File: config.mk
export PLATFORM = sky130hd
export DESIGN_NAME = angle_to_cursor_calibrated_mapper_top
export DESIGN_NICKNAME = d
export VERILOG_FILES = /design/src/design/acm_pkg.sv /design/src/design/acm_front.sv /design/src/design/acm_queue.sv /design/src/design/acm_back.sv /design/src/design/angle_to_cursor_calibrated_mapper_top.sv
export SDC_FILE = /design/constraint.sdc
export NUM_CORES = 2
export LEC_CHECK = 0
export ABC_AREA = 1
export BUFFER_PORTS_ARGS = -buffer_cell sky130_fd_sc_hd__buf_4
export CAP_MARGIN = 10
export CORE_UTILIZATION = 50
export DETAILED_ROUTE_END_ITERATION = 10
export GPL_TIMING_DRIVEN = 0
export PLACE_DENSITY = 0.75
export SYNTH_ARGS = -nofsm -noshare
export SYNTH_HDL_FRONTEND = slang
export SYNTH_SLANG_ARGS = --single-unit
export TNS_END_PERCENT = 10
File: constraint.sdc
create_clock -name clock -period 6.6 [get_ports clock]
set_input_delay 0.66 -clock clock [delete_from_list [all_inputs] [get_ports clock]]
set_output_delay 0.66 -clock clock [all_outputs]
set_load 0.01 [all_outputs]
File: src/design/acm_pkg.sv
`timescale 1ns / 1ps
// Shared types, constants and helpers of the angle-to-cursor mapper.
// Used by every module of the block; depends on nothing.
package acm_pkg;

   localparam int YAW_W       = 9;
   localparam int PITCH_W     = 9;
   localparam int SPAN_W      = 14;
   localparam int MARGIN_W    = 12;
   localparam int POS_W       = 16;
   localparam int EXT_W       = 10;
   localparam int NUM_W       = 25;
   localparam int MAG_W       = 24;
   localparam int REM_W       = 9;
   localparam int STEP_W      = REM_W + MAG_W;
   localparam int DIV_STEPS   = 24;
   localparam int CNT_W       = $clog2(DIV_STEPS);
   localparam int QUEUE_DEPTH = 2;
   localparam int QPTR_W      = $clog2(QUEUE_DEPTH);

   localparam int ANG_HALF      = 180;
   localparam int ANG_FULL      = 360;
   localparam int SPAN_X_RESET  = 1820;
   localparam int SPAN_Y_RESET  = 980;
   localparam int MARGIN_RESET  = 50;
   localparam int POS_MAX       = 32767;
   localparam int POS_MIN       = -32768;

   typedef enum logic [2:0] {
      KIND_START,
      KIND_CORNER_A,
      KIND_CORNER_B,
      KIND_MOVE,
      KIND_END
   } kind_type;

   typedef enum logic [1:0] {
      ACT_NONE,
      ACT_PRESS,
      ACT_RELEASE
   } act_type;

   typedef enum logic [1:0] {
      CSR_SPAN_X,
      CSR_SPAN_Y,
      CSR_MARGIN_X,
      CSR_MARGIN_Y
   } csr_index_type;

   typedef struct packed {
      logic [2:0]                kind;
      logic [YAW_W-1:0]          yaw;
      logic signed [PITCH_W-1:0] pitch;
      logic                      left_button;
      logic                      right_button;
   } item_type;

   typedef struct packed {
      logic [SPAN_W-1:0]   span_x;
      logic [SPAN_W-1:0]   span_y;
      logic [MARGIN_W-1:0] margin_x;
      logic [MARGIN_W-1:0] margin_y;
   } cfg_type;

   typedef struct packed {
      logic                    pos_valid;
      logic signed [NUM_W-1:0] num_x;
      logic signed [NUM_W-1:0] num_y;
      logic signed [EXT_W-1:0] den_x;
      logic signed [EXT_W-1:0] den_y;
      act_type                 left_action;
      act_type                 right_action;
   } job_type;

   typedef struct packed {
      logic full;
      logic empty;
   } queue_stat_type;

   function automatic logic [YAW_W-1:0] wrap_yaw(input logic [YAW_W-1:0] v);
      logic [YAW_W:0] s;
      s = {1'b0, v} + (YAW_W+1)'(ANG_HALF);
      if (s >= (YAW_W+1)'(ANG_FULL)) begin
         s = s - (YAW_W+1)'(ANG_FULL);
      end
      return s[YAW_W-1:0];
   endfunction

endpackage

File: src/design/acm_front.sv
`timescale 1ns / 1ps
// Front end: accepts requests, updates calibration and button state, and
// queues one division job per request. Depends on acm_pkg.
module acm_front (
   input  logic                    clock,
   input  logic                    reset,
   input  logic                    req_valid,
   output logic                    req_ready,
   input  acm_pkg::item_type       item,
   input  acm_pkg::cfg_type        cfg,
   input  acm_pkg::queue_stat_type qstat,
   output logic                    push,
   output acm_pkg::job_type        job
);

   typedef enum logic [1:0] {F_IDLE, F_UPD, F_JOB} fstate_type;

   fstate_type state_ff, state_in;
   acm_pkg::item_type item_ff, item_in;
   logic [acm_pkg::YAW_W-1:0] a_yaw_ff, a_yaw_in, b_yaw_ff, b_yaw_in, cur_yaw_ff, cur_yaw_in;
   logic signed [acm_pkg::PITCH_W-1:0] a_pitch_ff, a_pitch_in, b_pitch_ff, b_pitch_in;
   logic signed [acm_pkg::PITCH_W-1:0] cur_pitch_ff, cur_pitch_in;
   logic known_a_ff, known_a_in, known_b_ff, known_b_in, wrap_ff, wrap_in;
   logic prev_l_ff, prev_l_in, prev_r_ff, prev_r_in;
   logic calc_ff, calc_in;
   acm_pkg::act_type la_ff, la_in, ra_ff, ra_in;

   logic signed [acm_pkg::EXT_W-1:0] ex, ey, dx, dy;

   function automatic acm_pkg::act_type button_edge(input logic now, input logic last);
      if (now && !last) begin
         return acm_pkg::ACT_PRESS;
      end
      if (!now && last) begin
         return acm_pkg::ACT_RELEASE;
      end
      return acm_pkg::ACT_NONE;
   endfunction

   always_comb begin
      logic [acm_pkg::YAW_W-1:0] yaw_w;
      logic signed [acm_pkg::EXT_W-1:0] diff;
      logic recheck;
      state_in     = state_ff;
      item_in      = item_ff;
      a_yaw_in     = a_yaw_ff;
      b_yaw_in     = b_yaw_ff;
      cur_yaw_in   = cur_yaw_ff;
      a_pitch_in   = a_pitch_ff;
      b_pitch_in   = b_pitch_ff;
      cur_pitch_in = cur_pitch_ff;
      known_a_in   = known_a_ff;
      known_b_in   = known_b_ff;
      wrap_in      = wrap_ff;
      prev_l_in    = prev_l_ff;
      prev_r_in    = prev_r_ff;
      calc_in      = calc_ff;
      la_in        = la_ff;
      ra_in        = ra_ff;
      recheck      = 1'b0;
      yaw_w        = wrap_ff ? acm_pkg::wrap_yaw(item_ff.yaw) : item_ff.yaw;
      diff         = '0;
      case (state_ff)
         F_IDLE: begin
            if (req_valid) begin
               item_in  = item;
               state_in = F_UPD;
            end
         end
         F_UPD: begin
            calc_in  = 1'b0;
            la_in    = acm_pkg::ACT_NONE;
            ra_in    = acm_pkg::ACT_NONE;
            state_in = F_JOB;
            case (acm_pkg::kind_type'(item_ff.kind))
               acm_pkg::KIND_START: begin
                  known_a_in = 1'b0;
                  known_b_in = 1'b0;
                  wrap_in    = 1'b0;
               end
               acm_pkg::KIND_CORNER_A: begin
                  a_yaw_in     = yaw_w;
                  a_pitch_in   = item_ff.pitch;
                  cur_yaw_in   = yaw_w;
                  cur_pitch_in = item_ff.pitch;
                  known_a_in   = 1'b1;
                  recheck      = 1'b1;
                  calc_in      = 1'b1;
               end
               acm_pkg::KIND_CORNER_B: begin
                  b_yaw_in     = yaw_w;
                  b_pitch_in   = item_ff.pitch;
                  cur_yaw_in   = yaw_w;
                  cur_pitch_in = item_ff.pitch;
                  known_b_in   = 1'b1;
                  recheck      = 1'b1;
                  calc_in      = 1'b1;
               end
               acm_pkg::KIND_MOVE: begin
                  cur_yaw_in   = yaw_w;
                  cur_pitch_in = item_ff.pitch;
                  calc_in      = 1'b1;
                  la_in        = button_edge(item_ff.left_button, prev_l_ff);
                  ra_in        = button_edge(item_ff.right_button, prev_r_ff);
                  prev_l_in    = item_ff.left_button;
                  prev_r_in    = item_ff.right_button;
               end
               default: begin
               end
            endcase
            if (recheck) begin
               diff = $signed({1'b0, a_yaw_in}) - $signed({1'b0, b_yaw_in});
               if ((diff > acm_pkg::EXT_W'(acm_pkg::ANG_HALF) ||
                    diff < -acm_pkg::EXT_W'(acm_pkg::ANG_HALF)) && known_a_in && known_b_in) begin
                  wrap_in    = 1'b1;
                  a_yaw_in   = acm_pkg::wrap_yaw(a_yaw_in);
                  b_yaw_in   = acm_pkg::wrap_yaw(b_yaw_in);
                  cur_yaw_in = acm_pkg::wrap_yaw(cur_yaw_in);
               end else begin
                  wrap_in = 1'b0;
               end
            end
         end
         F_JOB: begin
            if (!qstat.full) begin
               state_in = F_IDLE;
            end
         end
         default: begin
            state_in = F_IDLE;
         end
      endcase
   end

   always_ff @(posedge clock) begin
      if (reset) begin
         state_ff     <= F_IDLE;
         a_yaw_ff     <= '0;
         b_yaw_ff     <= '0;
         cur_yaw_ff   <= '0;
         a_pitch_ff   <= '0;
         b_pitch_ff   <= '0;
         cur_pitch_ff <= '0;
         known_a_ff   <= 1'b0;
         known_b_ff   <= 1'b0;
         wrap_ff      <= 1'b0;
         prev_l_ff    <= 1'b0;
         prev_r_ff    <= 1'b0;
      end else begin
         state_ff     <= state_in;
         a_yaw_ff     <= a_yaw_in;
         b_yaw_ff     <= b_yaw_in;
         cur_yaw_ff   <= cur_yaw_in;
         a_pitch_ff   <= a_pitch_in;
         b_pitch_ff   <= b_pitch_in;
         cur_pitch_ff <= cur_pitch_in;
         known_a_ff   <= known_a_in;
         known_b_ff   <= known_b_in;
         wrap_ff      <= wrap_in;
         prev_l_ff    <= prev_l_in;
         prev_r_ff    <= prev_r_in;
      end
      item_ff <= item_in;
      calc_ff <= calc_in;
      la_ff   <= la_in;
      ra_ff   <= ra_in;
   end

   assign ex = $signed({1'b0, b_yaw_ff}) - $signed({1'b0, a_yaw_ff});
   assign ey = $signed({b_pitch_ff[acm_pkg::PITCH_W-1], b_pitch_ff})
             - $signed({a_pitch_ff[acm_pkg::PITCH_W-1], a_pitch_ff});
   assign dx = $signed({1'b0, cur_yaw_ff}) - $signed({1'b0, a_yaw_ff});
   assign dy = $signed({cur_pitch_ff[acm_pkg::PITCH_W-1], cur_pitch_ff})
             - $signed({a_pitch_ff[acm_pkg::PITCH_W-1], a_pitch_ff});

   assign req_ready = (state_ff == F_IDLE);
   assign push      = (state_ff == F_JOB) && !qstat.full;

   always_comb begin
      job.pos_valid    = calc_ff && known_a_ff && known_b_ff && (ex != '0) && (ey != '0);
      job.num_x        = acm_pkg::NUM_W'($signed({1'b0, cfg.span_x})) * acm_pkg::NUM_W'(dx);
      job.num_y        = acm_pkg::NUM_W'($signed({1'b0, cfg.span_y})) * acm_pkg::NUM_W'(dy);
      job.den_x        = ex;
      job.den_y        = ey;
      job.left_action  = la_ff;
      job.right_action = ra_ff;
   end

endmodule

File: src/design/acm_queue.sv
`timescale 1ns / 1ps
// Short job queue between front and back end.
// Depends on acm_pkg for the job type and depth.
module acm_queue (
   input  logic                    clock,
   input  logic                    reset,
   input  logic                    push,
   input  acm_pkg::job_type        push_job,
   input  logic                    pop,
   output acm_pkg::job_type        pop_job,
   output acm_pkg::queue_stat_type qstat
);

   acm_pkg::job_type entry_ff [acm_pkg::QUEUE_DEPTH];
   logic [acm_pkg::QPTR_W-1:0] wr_ptr_ff, wr_ptr_in, rd_ptr_ff, rd_ptr_in;
   logic [acm_pkg::QPTR_W:0]   count_ff, count_in;

   always_comb begin
      wr_ptr_in = push ? wr_ptr_ff + 1'b1 : wr_ptr_ff;
      rd_ptr_in = pop ? rd_ptr_ff + 1'b1 : rd_ptr_ff;
      count_in  = count_ff + (acm_pkg::QPTR_W+1)'(push) - (acm_pkg::QPTR_W+1)'(pop);
   end

   always_ff @(posedge clock) begin
      if (reset) begin
         wr_ptr_ff <= '0;
         rd_ptr_ff <= '0;
         count_ff  <= '0;
      end else begin
         wr_ptr_ff <= wr_ptr_in;
         rd_ptr_ff <= rd_ptr_in;
         count_ff  <= count_in;
      end
      if (push) begin
         entry_ff[wr_ptr_ff] <= push_job;
      end
   end

   assign pop_job     = entry_ff[rd_ptr_ff];
   assign qstat.full  = (count_ff == (acm_pkg::QPTR_W+1)'(acm_pkg::QUEUE_DEPTH));
   assign qstat.empty = (count_ff == '0);

endmodule

File: src/design/acm_back.sv
`timescale 1ns / 1ps
// Back end: two-lane restoring divider, margin add, saturation and the
// response register. Depends on acm_pkg.
module acm_back (
   input  logic                           clock,
   input  logic                           reset,
   input  acm_pkg::queue_stat_type        qstat,
   input  acm_pkg::job_type               job,
   output logic                           pop,
   input  acm_pkg::cfg_type               cfg,
   output logic                           rsp_valid,
   input  logic                           rsp_ready,
   output logic                           pos_valid,
   output logic signed [acm_pkg::POS_W-1:0] screen_x,
   output logic signed [acm_pkg::POS_W-1:0] screen_y,
   output acm_pkg::act_type               left_action,
   output acm_pkg::act_type               right_action
);

   typedef enum logic [1:0] {B_IDLE, B_DIV, B_OUT} bstate_type;

   bstate_type state_ff, state_in;
   logic [acm_pkg::CNT_W-1:0] cnt_ff, cnt_in;
   logic [acm_pkg::MAG_W-1:0] qx_ff, qx_in, qy_ff, qy_in;
   logic [acm_pkg::REM_W-1:0] rx_ff, rx_in, ry_ff, ry_in;
   logic [acm_pkg::REM_W-1:0] dx_ff, dx_in, dy_ff, dy_in;
   logic negx_ff, negx_in, negy_ff, negy_in;
   logic val_ff, val_in;
   acm_pkg::act_type la_ff, la_in, ra_ff, ra_in;
   logic out_valid_ff, out_valid_in, out_pos_ff, out_pos_in;
   logic signed [acm_pkg::POS_W-1:0] out_x_ff, out_x_in, out_y_ff, out_y_in;
   acm_pkg::act_type out_la_ff, out_la_in, out_ra_ff, out_ra_in;
   logic [acm_pkg::STEP_W-1:0] step_x, step_y;

   function automatic logic [acm_pkg::MAG_W-1:0] mag_num(
      input logic signed [acm_pkg::NUM_W-1:0] v);
      logic [acm_pkg::NUM_W-1:0] m;
      m = v[acm_pkg::NUM_W-1] ? acm_pkg::NUM_W'(-v) : acm_pkg::NUM_W'(v);
      return m[acm_pkg::MAG_W-1:0];
   endfunction

   function automatic logic [acm_pkg::REM_W-1:0] mag_den(
      input logic signed [acm_pkg::EXT_W-1:0] v);
      logic [acm_pkg::EXT_W-1:0] m;
      m = v[acm_pkg::EXT_W-1] ? acm_pkg::EXT_W'(-v) : acm_pkg::EXT_W'(v);
      return m[acm_pkg::REM_W-1:0];
   endfunction

   function automatic logic [acm_pkg::STEP_W-1:0] div_step(
      input logic [acm_pkg::REM_W-1:0] r,
      input logic [acm_pkg::MAG_W-1:0] q,
      input logic [acm_pkg::REM_W-1:0] d);
      logic [acm_pkg::REM_W:0] cat;
      logic [acm_pkg::REM_W:0] dif;
      logic ge;
      cat = {r, q[acm_pkg::MAG_W-1]};
      dif = cat - {1'b0, d};
      ge  = (cat >= {1'b0, d});
      return {ge ? dif[acm_pkg::REM_W-1:0] : cat[acm_pkg::REM_W-1:0],
              q[acm_pkg::MAG_W-2:0], ge};
   endfunction

   function automatic logic signed [acm_pkg::POS_W-1:0] finish(
      input logic [acm_pkg::MAG_W-1:0] q, input logic neg,
      input logic [acm_pkg::MARGIN_W-1:0] margin);
      logic signed [acm_pkg::MAG_W+1:0] qs;
      logic signed [acm_pkg::MAG_W+1:0] sum;
      qs  = $signed({2'b00, q});
      qs  = neg ? -qs : qs;
      sum = qs + $signed({(acm_pkg::MAG_W+2-acm_pkg::MARGIN_W)'(0), margin});
      if (sum > (acm_pkg::MAG_W+2)'(acm_pkg::POS_MAX)) begin
         return acm_pkg::POS_W'(acm_pkg::POS_MAX);
      end
      if (sum < $signed((acm_pkg::MAG_W+2)'(acm_pkg::POS_MIN))) begin
         return acm_pkg::POS_W'(acm_pkg::POS_MIN);
      end
      return sum[acm_pkg::POS_W-1:0];
   endfunction

   assign step_x = div_step(rx_ff, qx_ff, dx_ff);
   assign step_y = div_step(ry_ff, qy_ff, dy_ff);

   always_comb begin
      state_in     = state_ff;
      cnt_in       = cnt_ff;
      qx_in        = qx_ff;
      qy_in        = qy_ff;
      rx_in        = rx_ff;
      ry_in        = ry_ff;
      dx_in        = dx_ff;
      dy_in        = dy_ff;
      negx_in      = negx_ff;
      negy_in      = negy_ff;
      val_in       = val_ff;
      la_in        = la_ff;
      ra_in        = ra_ff;
      out_valid_in = out_valid_ff && !rsp_ready;
      out_pos_in   = out_pos_ff;
      out_x_in     = out_x_ff;
      out_y_in     = out_y_ff;
      out_la_in    = out_la_ff;
      out_ra_in    = out_ra_ff;
      pop          = 1'b0;
      case (state_ff)
         B_IDLE: begin
            if (!qstat.empty) begin
               pop      = 1'b1;
               qx_in    = mag_num(job.num_x);
               qy_in    = mag_num(job.num_y);
               rx_in    = '0;
               ry_in    = '0;
               dx_in    = mag_den(job.den_x);
               dy_in    = mag_den(job.den_y);
               negx_in  = job.num_x[acm_pkg::NUM_W-1] ^ job.den_x[acm_pkg::EXT_W-1];
               negy_in  = job.num_y[acm_pkg::NUM_W-1] ^ job.den_y[acm_pkg::EXT_W-1];
               val_in   = job.pos_valid;
               la_in    = job.left_action;
               ra_in    = job.right_action;
               cnt_in   = '0;
               state_in = B_DIV;
            end
         end
         B_DIV: begin
            {rx_in, qx_in} = step_x;
            {ry_in, qy_in} = step_y;
            cnt_in = cnt_ff + 1'b1;
            if (cnt_ff == acm_pkg::CNT_W'(acm_pkg::DIV_STEPS - 1)) begin
               state_in = B_OUT;
            end
         end
         B_OUT: begin
            if (!out_valid_ff || rsp_ready) begin
               out_valid_in = 1'b1;
               out_pos_in   = val_ff;
               out_x_in     = val_ff ? finish(qx_ff, negx_ff, cfg.margin_x) : '0;
               out_y_in     = val_ff ? finish(qy_ff, negy_ff, cfg.margin_y) : '0;
               out_la_in    = la_ff;
               out_ra_in    = ra_ff;
               state_in     = B_IDLE;
            end
         end
         default: begin
            state_in = B_IDLE;
         end
      endcase
   end

   always_ff @(posedge clock) begin
      if (reset) begin
         state_ff     <= B_IDLE;
         out_valid_ff <= 1'b0;
      end else begin
         state_ff     <= state_in;
         out_valid_ff <= out_valid_in;
      end
      cnt_ff    <= cnt_in;
      qx_ff     <= qx_in;
      qy_ff     <= qy_in;
      rx_ff     <= rx_in;
      ry_ff     <= ry_in;
      dx_ff     <= dx_in;
      dy_ff     <= dy_in;
      negx_ff   <= negx_in;
      negy_ff   <= negy_in;
      val_ff    <= val_in;
      la_ff     <= la_in;
      ra_ff     <= ra_in;
      out_pos_ff <= out_pos_in;
      out_x_ff  <= out_x_in;
      out_y_ff  <= out_y_in;
      out_la_ff <= out_la_in;
      out_ra_ff <= out_ra_in;
   end

   assign rsp_valid    = out_valid_ff;
   assign pos_valid    = out_pos_ff;
   assign screen_x     = out_x_ff;
   assign screen_y     = out_y_ff;
   assign left_action  = out_la_ff;
   assign right_action = out_ra_ff;

endmodule

File: src/design/angle_to_cursor_calibrated_mapper_top.sv
`timescale 1ns / 1ps
// Angle-to-cursor mapper top level: configuration registers, front end,
// job queue and divider back end. Depends on acm_pkg and all acm_ modules.
//
// Maps wand yaw and pitch to a calibrated cursor position, one response per
// request. The front end takes a new request only after it has queued the job
// of the last one; the back end handles one job at a time: load, 24 steps of
// the restoring divider, which runs the x and y quotients side by side, and
// result. A two-entry queue separates the two parts; the response register
// holds a finished result while the next request is taken.

module angle_to_cursor_calibrated_mapper_top (
   input  logic        clock,
   input  logic        reset,
   input  logic        req_tvalid,
   output logic        req_tready,
   input  logic [23:0] req_tdata,   // yaw_angle[8:0], pitch_angle[17:9], left_button[18],
                                    // right_button[19], zero fill
   input  logic [2:0]  req_tuser,   // kind[2:0]
   output logic        rsp_tvalid,
   input  logic        rsp_tready,
   output logic [39:0] rsp_tdata,   // screen_x[15:0], screen_y[31:16], left_action[33:32],
                                    // right_action[35:34], zero fill
   output logic [0:0]  rsp_tuser,   // pos_valid[0]
   input  logic        csr_we,
   input  logic [1:0]  csr_index,
   input  logic [13:0] csr_wdata
);

   acm_pkg::cfg_type        cfg_ff;
   acm_pkg::item_type       item;
   acm_pkg::job_type        push_job, pop_job;
   acm_pkg::queue_stat_type q_stat;
   logic q_push, q_pop;
   logic pos_valid;
   logic signed [acm_pkg::POS_W-1:0] screen_x, screen_y;
   acm_pkg::act_type left_action, right_action;

   always_ff @(posedge clock) begin
      if (reset) begin
         cfg_ff.span_x   <= acm_pkg::SPAN_W'(acm_pkg::SPAN_X_RESET);
         cfg_ff.span_y   <= acm_pkg::SPAN_W'(acm_pkg::SPAN_Y_RESET);
         cfg_ff.margin_x <= acm_pkg::MARGIN_W'(acm_pkg::MARGIN_RESET);
         cfg_ff.margin_y <= acm_pkg::MARGIN_W'(acm_pkg::MARGIN_RESET);
      end else if (csr_we) begin
         case (acm_pkg::csr_index_type'(csr_index))
            acm_pkg::CSR_SPAN_X:   cfg_ff.span_x   <= csr_wdata;
            acm_pkg::CSR_SPAN_Y:   cfg_ff.span_y   <= csr_wdata;
            acm_pkg::CSR_MARGIN_X: cfg_ff.margin_x <= csr_wdata[acm_pkg::MARGIN_W-1:0];
            acm_pkg::CSR_MARGIN_Y: cfg_ff.margin_y <= csr_wdata[acm_pkg::MARGIN_W-1:0];
            default: begin
            end
         endcase
      end
   end

   assign item.kind         = req_tuser;
   assign item.yaw          = req_tdata[8:0];
   assign item.pitch        = $signed(req_tdata[17:9]);
   assign item.left_button  = req_tdata[18];
   assign item.right_button = req_tdata[19];

   acm_front u_front (
      .clock     (clock),
      .reset     (reset),
      .req_valid (req_tvalid),
      .req_ready (req_tready),
      .item      (item),
      .cfg       (cfg_ff),
      .qstat     (q_stat),
      .push      (q_push),
      .job       (push_job)
   );

   acm_queue u_queue (
      .clock    (clock),
      .reset    (reset),
      .push     (q_push),
      .push_job (push_job),
      .pop      (q_pop),
      .pop_job  (pop_job),
      .qstat    (q_stat)
   );

   acm_back u_back (
      .clock        (clock),
      .reset        (reset),
      .qstat        (q_stat),
      .job          (pop_job),
      .pop          (q_pop),
      .cfg          (cfg_ff),
      .rsp_valid    (rsp_tvalid),
      .rsp_ready    (rsp_tready),
      .pos_valid    (pos_valid),
      .screen_x     (screen_x),
      .screen_y     (screen_y),
      .left_action  (left_action),
      .right_action (right_action)
   );

   assign rsp_tdata = {4'b0000, right_action, left_action, screen_y, screen_x};
   assign rsp_tuser = pos_valid;

`ifndef SYNTH
   a_push_not_full: assert property (@(posedge clock) disable iff (reset)
      q_push |-> !q_stat.full)
      else $error("job pushed into full queue");

   a_pop_not_empty: assert property (@(posedge clock) disable iff (reset)
      q_pop |-> !q_stat.empty)
      else $error("job popped from empty queue");

   a_invalid_zero: assert property (@(posedge clock) disable iff (reset)
      (rsp_tvalid && !rsp_tuser[0]) |-> (rsp_tdata[31:0] == 32'd0))
      else $error("position not zero on invalid response");

   a_front_busy: assert property (@(posedge clock) disable iff (reset)
      (req_tvalid && req_tready) |=> !req_tready)
      else $error("front end ready right after accepting a request");
`endif

endmodule

After elaboration in Yosys (flattened, before gate mapping)
Memory sizes are Yosys's and may differ from the RTL's. A register that Yosys moved wholly into a read port is not among the register bits. Index checks and enable logic that the tools add are counted.

Register bits after elaboration: 281. Bits in latches: 0. Bits in writable memories: 150. Bits in read-only memories: 0. Input bits: 48. Output and inout bits: 43. Logic and storage cells: 259. Memories kept: 1.

Memory list: u_queue.entry_ff (depth 2, bits a word 75, rd ports 1, clocked after Yosys merged registers in 1, wr ports 1, RTL line acm_queue.sv:14) `acm_pkg::job_type entry_ff [acm_pkg::QUEUE_DEPTH];`.

Add/sub/neg operators: 28. Multiply operators: 2. Divide/modulo/power cells: 0. Order comparisons: 12. Equality and inequality tests: 17. Shifts and indexed selects: 0. Multiplexer cells: 103. Bitwise logic cells: 3. Reduce and logical (&&, ||, !) cells: 47.

Operator list (number): 9-bit two-way mux (22); 16-bit two-way mux (8); 24-bit two-way mux (4); 24-bit case mux with 2 select lines (2); 26-bit by 13-bit adder with 26-bit output (2); 26-bit by 16-bit greater-than comparator with 1-bit output, second input constant (2); 26-bit by 16-bit < comparator with 1-bit output, second input constant (2); 26-bit two-way mux (2); 24-bit negator with 26-bit output (2); 15-bit by 10-bit multiplier with 25-bit output (2); 9-bit by 9-bit subtractor with 10-bit output (5); 24-bit negator (2); 1-bit two-way mux (44); 9-bit by 8-bit adder with 10-bit output, second input constant (4); 10-bit by 9-bit greater-or-equal comparator with 1-bit output, second input constant (4); 9-bit case mux with 2 select lines (2); 9-bit subtractor, second input constant (4); 2-bit AND reduction (14); 2-bit two-way mux (13); 10-bit by 9-bit greater-or-equal comparator with 1-bit output (2); 10-bit nonzero test (2); 9-bit negator (2); 9-bit subtractor (2); 1-bit logical AND (12); 27 further kinds (52).

Depth between registers and ports, before layout
Depth in word-level cells: 13. Mapped depth: 40. Depth with buffers taken out: 39.

Hierarchy
A second synthesis with hierarchy kept.

Cells, all modules: 4130. Area, all modules: 34956.0 µm².

Modules (own cells, without submodules): acm_front (instances 1, cells each 2113, area each 15952.8 µm², sequential area each 2062.0 µm²); acm_back (instances 1, cells each 1444, area each 11071.9 µm², sequential area each 4053.9 µm²); acm_queue (instances 1, cells each 264, area each 5838.1 µm², sequential area each 4604.4 µm²); angle_to_cursor_calibrated_mapper_top (instances 1, cells each 309, area each 2093.3 µm², sequential area each 1041.0 µm²).

Worst setup path after synthesis
No wires, ideal clock.

Kind: reg2reg. Start point: register u_front.a_pitch_ff[2] (netlist name). End point: memory u_queue.entry_ff[0][47] (netlist name) (data pin). Setup time: 0.262 ns. Arrival: 6.932 ns. Required time: 6.338 ns. Path slack: -0.594 ns. Cell stages (with the launch flop): 38. Buffers on the path: 1. Period minus slack after synthesis: 7.194 ns. Path through: dfxtp_1 -> inv_1 -> ha_1 -> a21oi_1 -> inv_1 -> a31oi_1 -> or2_2 -> nand2_1 -> a21oi_1 -> or2_2 -> nand2_1 -> a21oi_1 -> or2_2 -> a22oi_1 -> clkbuf_1 -> nor2_1 -> fa_1 -> inv_1 -> [... 2 more ...] -> inv_1 -> fa_1 -> inv_1 -> fa_1 -> inv_1 -> ha_1 -> nand2_1 -> nor2_1 -> nand2_1 -> o211ai_1 -> a31oi_1 -> o21ai_0 -> a31oi_1 -> o21bai_1 -> a21oi_1 -> o21bai_1 -> a21oi_1 -> xnor2_1.

RTL lines: start, declared (RTL line acm_front.sv:21) `logic signed [acm_pkg::PITCH_W-1:0] a_pitch_ff, a_pitch_in, b_pitch_ff, b_pitch_in;`; start signal, assigned (RTL line acm_front.sv:154) `a_pitch_ff <= a_pitch_in;`; end, declared (RTL line acm_queue.sv:14).

==> impl_metrics.json <==
{
  "fin_ws_ns": -0.602,
  "start_util_pct": 50.7,
  "clockBufferDepth": 3,
  "grt_max_degree": 69,
  "slew_violations": 0,
  "fin_crit_sh_pct": 109,
  "ant_nets": 0,
  "synthSimpleGateAreaFrac_pct": 18.1,
  "synth-compound-area-share_pct": 9.64,
  "firstDrtPassIters": 8,
  "synth_top_area_cell": "edfxtp_1",
  "overflow": 0,
  "layout.nets": 4556,
  "synth-main-ff-cell": "edfxtp_1",
  "path_class": "reg2reg",
  "synth_commonest_cells": "nand2_1 (676), inv_1 (622), nor2_1 (385), edfxtp_1 (311), ha_1 (256)",
  "drive_above_1_share_pct": 11.9,
  "fmax_ghz": 0.139,
  "max_stage_delay_ns": 0.55,
  "routed_wl_microns": 83300,
  "r2r_start": "u_front.a_pitch_ff[2]",
  "cp_slowest_cell": "fa_1",
  "finalSetupViolations": 28,
  "worst_pin_slew_ns": 1.17,
  "grt_pass1_vias": 25800,
  "grt_pass1_wl_microns": 132000,
  "grtUsageTotal_pct": 24.7,
  "wl_per_cell_microns": 16.8,
  "fin_util_pct": 57.6,
  "ys_seq_area_share_pct": 35.2,
  "p_leak_nw": 17.3,
  "cts_root_buf": "clkbuf_16",
  "cp_max_fo": 10,
  "yosysMostFrequentCell": "nand2_1",
  "crit_start": "u_front.a_pitch_ff[2]",
  "cp-endpoint": "u_queue.entry_ff[1][47]",
  "cts.hold.buffers_added": 0,
  "hpwlAfterDp_microns": 64900,
  "finalHoldViolCount": 0,
  "slew_headroom_pct": 22.1,
  "vias": 26400,
  "vdd_drop_max_mv": 0.591,
  "syn2layout_area_growth_pct": 13.6,
  "drc": 32,
  "synth_top_area_share_pct": 27.9,
  "rsz0062_at_grt": "yes",
  "port_buffers": 82,
  "yosys_register_bits": 432,
  "h-tree-depth": 2,
  "pin_count": 91,
  "cap_viol_max_count": 0,
  "worstPathRequired_ns": 6.92,
  "synth_top_family_by_area": "adder cells",
  "gp_congestion": 0.951,
  "r2r-end": "u_queue.entry_ff[1][47]",
  "synth_edf_count": 311,
  "netlist_area_sq_um": 33400,
  "p_total_mw": 20.1,
  "synth_cell_type_count": 63,
  "via_per_inst": 5.31,
  "start_kind": "flip-flop",
  "cp.arrival_ns": 7.52,
  "ys_warn_count": 0,
  "clock_latency_ns": 0.61,
  "hold_class": "in2reg",
  "core_area_sq_um": 66000,
  "rows": 94,
  "synthXorXnorAreaFrac_pct": 6.14,
  "synthMuxAreaShare_pct": 0.928,
  "r2r_slack_ns": -0.60,
  "power.density_nw_per_um2": 529,
  "synth_cells": 3877,
  "dieArea_sq_um": 67900,
  "final.min_clock_period_ns": 7.20,
  "fp.dieH_microns": 261,
  "die_w_microns": 261,
  "cts_tree": "built",
  "fin_skew_ns": 0.0274,
  "reg2reg_depth": 34,
  "async_reset_ff_share_pct": 0,
  "cp-end-kind": "flip-flop",
  "ys_top_cells_by_area": "edfxtp_1 (28%), fa_1 (12%), ha_1 (9.6%)",
  "antenna_found_initial": 2,
  "cts_buffers": 49,
  "clkSinkCount": 432,
  "drt_iter0_markers": 1943,
  "avgSynthCellArea_sq_um": 8.63,
  "status": "finished with violations",
  "violations": "design-rule violations, negative setup slack",
  "clk_pin_slew_ns": 0.06,
  "synth_fa_ha_area_share_pct": 21.5,
  "pre_cts_ws_ns": -1.24
}
[registers in the layout (all words and copies together), names as in the netlist, 5 cells and up, named ones only]
register,flops
u_back.cnt_ff,5
u_back.dy_ff,9
u_front.b_pitch_ff,9
cfg_ff,52
u_front.item_ff,23
u_back.ry_ff,9
u_front.a_pitch_ff,9
u_front.cur_pitch_ff,9
u_back.screen_x,16
u_back.screen_y,16
u_front.a_yaw_ff,9
u_front.cur_yaw_ff,9
u_back.rx_ff,9
u_queue.entry_ff,150
u_front.b_yaw_ff,9
u_back.qx_ff,24
u_back.dx_ff,9
u_back.qy_ff,24
[stage by stage]
| stage | hold slack, ns | area [sq um] | setup TNS, ns | cells |
|---|---|---|---|---|
| global route | 0.216 | 38000 | -16.88 | 4957 |
| finish | 0.240 | 38000 | -6.99 | 4960 |
| floorplan | 0.400 | 33700 | 0 | 3880 |
| CTS | 0.211 | 37700 | -4.24 | 4947 |
| detailed placement | 0.410 | 35600 | -19.37 | 4836 |
| global placement | 0.407 | 35400 | -16.46 | 4826 |
[cell type report]
cell class	count	area, sq um
clock buffers	63	1320
diodes	3	7.51
fillers	5624	28000
inverters	641	2420
flip-flops and latches	432	11800
repair buffers	122	1010
well taps	864	1080
multi-input cells	2708	19500
plain buffers	99	493
clock inverters	28	380
[cell usage in the layout (no fill, tap or decap), types with 42 or more instances in the layout]
master       n
o21ai_1     42
ha_1       241
a21oi_1    183
dfxtp_1    115
nand3_1    144
inv_1      606
nor2_1     375
or2_2       42
xor2_1     153
fa_1       196
edfxtp_1   311
xnor2_1     65
clkbuf_16   50
o21ai_0    228
buf_4      116
nand2_1    661
clkbuf_1    79
[worst min path at each step]
stage / from / endpoint / slack, ns / depth (start not counted)
after global routing: req_tdata[5] / u_front.item_ff[16] / 0.22 / 1
after floorplan: u_back.la_ff[0] / u_back.left_action[0] / 0.40 / 0
after global placement: u_back.la_ff[0] / u_back.left_action[0] / 0.41 / 0
after detailed placement: u_back.la_ff[0] / u_back.left_action[0] / 0.41 / 0
final: req_tdata[4] / u_front.item_ff[15] / 0.24 / 1
after CTS: req_tdata[4] / u_front.item_ff[15] / 0.21 / 1
[metal layers]
metal / vias to the layer above / global-route usage (%) / part of all wire, %
li1: 12900 / - / -
met1: 12400 / 31.5 / 42
met2: 848 / 41.7 / 47
met3: 200 / 4.26 / 6.7
met4: 0 / 9.49 / 3.9
met5: - / 0 / 0
[power breakdown]
group	switching, mW	internal [mW]	total (mW)
sequential	0.343	4.26	4.60
clock	1.16	1.74	2.89
combinational	7.74	4.87	12.6
[worst max-delay path, delay by kind of cell, from the launching register on]
family	cells	cell delay [ns]
AOI/OAI and AO/OA	13	1.63
buffers and inverters	7	0.81
adders and majority gates	7	3.10
xor gates and xnor gates	1	0.16
DFF	1	0.32
and+or+nand+nor	6	0.91
[cells by family (layout without fill, tap and decap cells)]
family	after synthesis	in the layout
XOR/XNOR	231	231
AND/OR/NAND/NOR	1403	1403
adder cells (fa/ha/maj)	455	455
flip-flops	432	432
multiplexers	31	31
buffers and inverters	740	953
AO/OA/AOI/OAI	584	584
other	1	7
[what timing repair did]
action | CTS | global route
gates resized for setup | 61 | 52
pin swaps | 34 | 32
setup endpoints to repair | 42 | 40
buffers inserted | 20 | 10
(Power assumes the default switching activity.)
